==> src/pressure_temperature_compensation_macros.svh <==
// Assertion macros shared by the compensation pipeline.
`ifndef PRESSURE_TEMPERATURE_COMPENSATION_MACROS_SVH
`define PRESSURE_TEMPERATURE_COMPENSATION_MACROS_SVH
`ifndef SYNTHESIS
// Plain property check, off while reset is high.
`define PTC_ASSERT(lbl, prop, msg) \
   lbl: assert property (@(posedge clock) disable iff (reset) prop) else $error(msg);
// A frozen pipe keeps the given signal as it is.
`define PTC_ASSERT_STALL(lbl, sig, msg) \
   `PTC_ASSERT(lbl, !reset && !en |=> $stable(sig), msg)
`else
`define PTC_ASSERT(lbl, prop, msg)
`define PTC_ASSERT_STALL(lbl, sig, msg)
`endif
`endif

==> src/ptc_pkg.sv <==
// Shared types and constants of the pressure/temperature compensation pipeline.
package ptc_pkg;

   localparam int FINE_W = 25;   // fine temperature, signed
   localparam int QUOT_W = 37;   // quotient bits out of the divider
   localparam int DEN_W  = 39;   // divisor magnitude
   localparam int NUM_W  = 74;   // dividend magnitude (numerator times 3125)

   localparam logic signed [14:0] TEMP_MIN  = -15'sd4000;
   localparam logic signed [14:0] TEMP_MAX  = 15'sd8500;
   localparam logic [24:0]        PRESS_MAX = 25'h1FF_FFFF;
   localparam logic signed [24:0] FINE_OFS  = 25'sd128000;

   typedef enum logic [1:0] {
      CSR_CAL_TEMP    = 2'd0,
      CSR_CAL_PRESS_A = 2'd1,
      CSR_CAL_PRESS_B = 2'd2,
      CSR_CAL_PRESS_C = 2'd3
   } ptc_csr_type;

   // calibration words, raw bits; signedness applied at use
   typedef struct packed {
      logic [15:0] t1;
      logic [15:0] t2;
      logic [15:0] t3;
      logic [15:0] p1;
      logic [15:0] p2;
      logic [15:0] p3;
      logic [15:0] p4;
      logic [15:0] p5;
      logic [15:0] p6;
      logic [15:0] p7;
      logic [15:0] p8;
      logic [15:0] p9;
   } ptc_cal_type;

   // per-item info that rides alongside the divider
   typedef struct packed {
      logic [14:0] temp;
      logic        neg;
      logic        invalid;
   } ptc_side_type;

endpackage

==> src/ptc_front.sv <==
// Fine temperature: three pipeline stages.
module ptc_front import ptc_pkg::*; (
   input  logic                     clock,
   input  logic                     reset,
   input  logic                     en,
   input  logic                     in_valid,
   input  logic [19:0]              raw_pressure,
   input  logic [19:0]              raw_temperature,
   input  ptc_cal_type              cal,
   output logic                     out_valid,
   output logic signed [FINE_W-1:0] fine,
   output logic [19:0]              out_raw_pressure
);

   logic signed [17:0] t_diff;
   logic signed [16:0] dt;
   logic signed [33:0] aprod_in, aprod_ff, dtsq_in, dtsq_ff;
   logic signed [22:0] a_in, a_ff;
   logic signed [21:0] dsh;
   logic signed [37:0] bprod_in, bprod_ff;
   logic signed [FINE_W-1:0] fine_in, fine_ff;
   logic [19:0] adcp1_ff, adcp2_ff, adcp3_ff;
   logic v1_ff, v2_ff, v3_ff;

   always_comb begin
      t_diff   = $signed({1'b0, raw_temperature[19:3]}) - $signed({1'b0, cal.t1, 1'b0});
      dt       = $signed({1'b0, raw_temperature[19:4]}) - $signed({1'b0, cal.t1});
      aprod_in = t_diff * $signed(cal.t2);
      dtsq_in  = dt * dt;
      a_in     = 23'(aprod_ff >>> 11);
      dsh      = 22'(dtsq_ff >>> 12);
      bprod_in = dsh * $signed(cal.t3);
      fine_in  = FINE_W'(a_ff) + FINE_W'(bprod_ff >>> 14);
   end

   always_ff @(posedge clock) begin
      if (reset) begin
         v1_ff <= 1'b0;
         v2_ff <= 1'b0;
         v3_ff <= 1'b0;
      end else if (en) begin
         v1_ff <= in_valid;
         v2_ff <= v1_ff;
         v3_ff <= v2_ff;
      end
   end

   always_ff @(posedge clock) begin
      if (en) begin
         aprod_ff <= aprod_in;
         dtsq_ff  <= dtsq_in;
         adcp1_ff <= raw_pressure;
         a_ff     <= a_in;
         bprod_ff <= bprod_in;
         adcp2_ff <= adcp1_ff;
         fine_ff  <= fine_in;
         adcp3_ff <= adcp2_ff;
      end
   end

   assign out_valid        = v3_ff;
   assign fine             = fine_ff;
   assign out_raw_pressure = adcp3_ff;

endmodule

==> config.mk <==
export PLATFORM = sky130hd
export DESIGN_NAME = ptc_front
export DESIGN_NICKNAME = d
export VERILOG_FILES = /design/src/pressure_temperature_compensation_macros.svh /design/src/ptc_pkg.sv /design/src/ptc_front.sv
export SDC_FILE = /design/constraint.sdc
export NUM_CORES = 2
export LEC_CHECK = 0
export ABC_AREA = 1
export BUFFER_PORTS_ARGS = -buffer_cell sky130_fd_sc_hd__buf_4
export CORE_MARGIN = 2
export CORE_UTILIZATION = 52
export CTS_CLUSTER_DIAMETER = 60
export CTS_CLUSTER_SIZE = 30
export DETAILED_ROUTE_END_ITERATION = 12
export GPL_ROUTABILITY_DRIVEN = 0
export GPL_TIMING_DRIVEN = 0
export PLACE_DENSITY_LB_ADDON = 0.2
export SLEW_MARGIN = 20
export SYNTH_ARGS = -nofsm -noshare
export SYNTH_HDL_FRONTEND = slang
export SYNTH_SLANG_ARGS = --single-unit
==> constraint.sdc <==
create_clock -name clock -period 9.8 [get_ports clock]
set_input_delay 1.96 -clock clock [delete_from_list [all_inputs] [get_ports clock]]
set_output_delay 1.96 -clock clock [all_outputs]
set_load 0.01 [all_outputs]
==> summary.md <==
| Metric | Value |
|---|---|
| Outcome | finished, final reports clean |
| Clock skew | 0.01777 ns |
| CORE AREA | 80,420 sq um |
| Headroom to the max-slew limit | 35.01% |
| CTS buffer count | 17 |
| Hold Crit Class | reg -> reg |
| Hold-fix buffers, CTS | 0 |
| Tmin final | 9.331 ns |
| Post-synth EDFFs | 177 |
| Cell count after synthesis | 4,980 |
| Setup slack on the worst flop-to-flop path | 3.22 ns |
| Fin crit share | a little over nine tenths |
| Syn nets | 6,418 |
| CTS tree | yes |
| Die Footprint | 83,490 sq um |
| P&R area growth vs syn | 6.970% |
| Drt first pass iters | 7 |
| Die height | 288.9 microns |
| Most frequent cells in the layout | inv_1, nand2_1, fa_1 |
| Fillers | roughly 7,500 |
| Unrepaired setup endpoints after global routing | false |
| Crit. End Element | flop |
| Via Count | 32,470 |
| Final worst hold slack | 0.4141 ns |
| Avg WL per Cell | 18.08 microns |
| Initial DRC Count | 2,472 |
| Initial antenna violation count | 2 |
| Clk pin slew, worst setup/hold paths | 0.09 ns |
| Final Max Slew Viols | 0 |
| Most common cell after layout, fill and taps aside | inv_1 |
| Hold_sp | aprod_ff[15]$_DFFE_PP_ |
| Cell accounting for the most synthesized area | fa_1 |
| Fraction of registers with async set or reset after synthesis | 0% |
| Placed inst area | 44,530 sq um |
| Final Hold Vio Count | 0 |
| Row count | roughly 100 |
| PostCTS Resize Cnt | 0 |
| GR Overflow Total | 0 |
| Distinct cell type count after synthesis | 50 |
| Final worst slack | between 0.4 and 0.5 ns |
| Tot GR Track Use | ~28% |
| # DRC | 0 |
| Number of global-route vias before repair | 34,480 |
| Worst slew pin tran | just under 1 ns |
| Post-CTS setup buffer count | 0 |
| Post-route ant nets | 0 |
| Util after Layout | between 50% and 60% |
| CTS Root Cell | clkbuf_16 |
| Worst Path Max Fanout | 10 |
| DP HPWL | around 96,000 microns |
| Post-route cell area | roughly 45,000 sq um |
| Layout net count | 6,565 |
| First-pass GRT wire length | about 180,000 microns |
| CP Class | in -> reg |
| Buffers added on ports | 127 |
| Clk buf depth | 2 |
| Pre-CTS setup slack | -0.2192 ns |
| Hold depth | 0 |
| Worst EP arrival | 9.54 ns |
| Layout cells sized above 1 | 5.409% |
| Largest net degree at the start of global routing | between 90 and 100 |
| Starting density of the core | 52.50% |
| Clk Latency, worst-skew pair | 0.46 ns |
| Startpoint class of the critical path | input pin |
| End of the worst register-to-register path | bprod_ff[23]$_DFFE_PP_ |
| Mapped cell area | 42,220 sq um |
| # IOs | 282 |
| H-tree levels | 4 |
| Synth area leaders | fa_1, edfxtp_1, inv_1 |
| Sink Count | 180 |
| Reg2reg start | dtsq_ff[22]$_DFFE_PP_ |
| Avg Inst Size Synth | between 8 and 9 sq um |
| Sequential area share after synthesis | about an eighth |
| R2R depth | 24 |
| Peak Freq | 0.1072 GHz |
| Synth top area share | 42.63% |
| Width of the chip | approximately 290 microns |
| # setup viols final | 0 |
| Synth warn | 0 |
| Worst path required time | 10.01 ns |
| Synth Flop Type | edfxtp_1 |
| Yosys reg bits | 180 |
| Max Cap Viol | 0 |
| Total wire length | 112,100 microns |
| Hold Path End | a_ff[4]$_DFFE_PP_ |
| Vias per inst | 5.236 |
-- cell families after synthesis --
group,after synthesis,share of synthesized area (%)
adders and majority gates,1202,51.61
DFF,180,12.73
AOI/OAI and AO/OA,310,4.090
buffers and inverters,1509,13.72
and+or+nand+nor,1698,16.15
xor gates and xnor gates,81,1.698
-- Yosys cell counts, drive strengths merged (25+ instances only) --
master	instances
inv	1381
nand2	1100
fa	899
nor2	396
ha	303
edfxtp	177
a21oi	143
nand3	113
o21ai	92
clkbuf	81
xor2	59
buf	42
or2	27
nor3	25
-- worst max path at each step --
stage	cells past startpoint	slack (ns)	startpoint	endpoint
2_1_floorplan	27	1.44	raw_temperature[4]	dtsq_ff[33]$_DFFE_PP_
3_3_place_gp	27	-0.11	raw_temperature[4]	dtsq_ff[33]$_DFFE_PP_
3_5_place_dp	27	-0.22	raw_temperature[4]	dtsq_ff[33]$_DFFE_PP_
4_1_cts	27	0.25	raw_temperature[4]	dtsq_ff[33]$_DFFE_PP_
5_1_grt	27	0.16	raw_temperature[4]	dtsq_ff[33]$_DFFE_PP_
6_report	27	0.47	raw_temperature[4]	dtsq_ff[33]$_DFFE_PP_
-- stage by stage --
step	setup TNS, ns	cells
6_report	0	6201
5_1_grt	0	6200
4_1_cts	0	6200
3_5_place_dp	-0.7140	6168
3_3_place_gp	-0.1768	6167
2_1_floorplan	0	4980
-- state kept, by name (all words and copies together), names as in the netlist, 20 cells and up --
name / count
aprod_ff: 23
dtsq_ff: 22
a_ff: 23
out_raw_pressure: 20
adcp1_ff: 20
fine: 25
adcp2_ff: 20
bprod_ff: 24
-- final cells by class --
cell class	instances	area (sq um)	share of cell area [%]
diodes	1	2.502	0.005541
plain buffers	123	581.8	1.288
clock buffers	17	425.4	0.9420
clock inverters	15	190.2	0.4211
inverters	1386	5210	11.54
multi-input cells	3291	31060	68.78
flip-flops and latches	180	5375	11.90
well taps	1060	1326	2.937
repair buffers	128	988.4	2.189
-- per-layer routing --
layer	track usage [%]	up-vias	wire (microns)
li1	-	14830	-
met3	3.118	297	7997
met1	35.95	16050	43760
met2	48.78	1296	54630
met5	0	-	11
met4	12.31	2	5686
-- worst max-delay path, stage by stage --
cell and delay [ns]:
buf_4 0.07, inv_1 0.04, ha_1 0.20, fa_1 0.47, xnor2_2 0.42, buf_2 0.38
clkinv_1 0.43, nor2_1 0.39, inv_1 0.12, fa_1 0.56, inv_1 0.14, fa_2 0.78
fa_1 0.49, fa_1 0.53, fa_1 0.50, inv_1 0.05, fa_1 0.47, inv_1 0.04
ha_1 0.40, nand2_1 0.14, nand2_1 0.07, a31oi_1 0.20, o21ai_0 0.20, a21oi_1 0.23
nand2_1 0.08, nand2_1 0.06, nand2_1 0.09
Power is left out: the tool's default activity adds up to more than one toggle a clock period on the data nets, which glitch-free logic cannot reach.
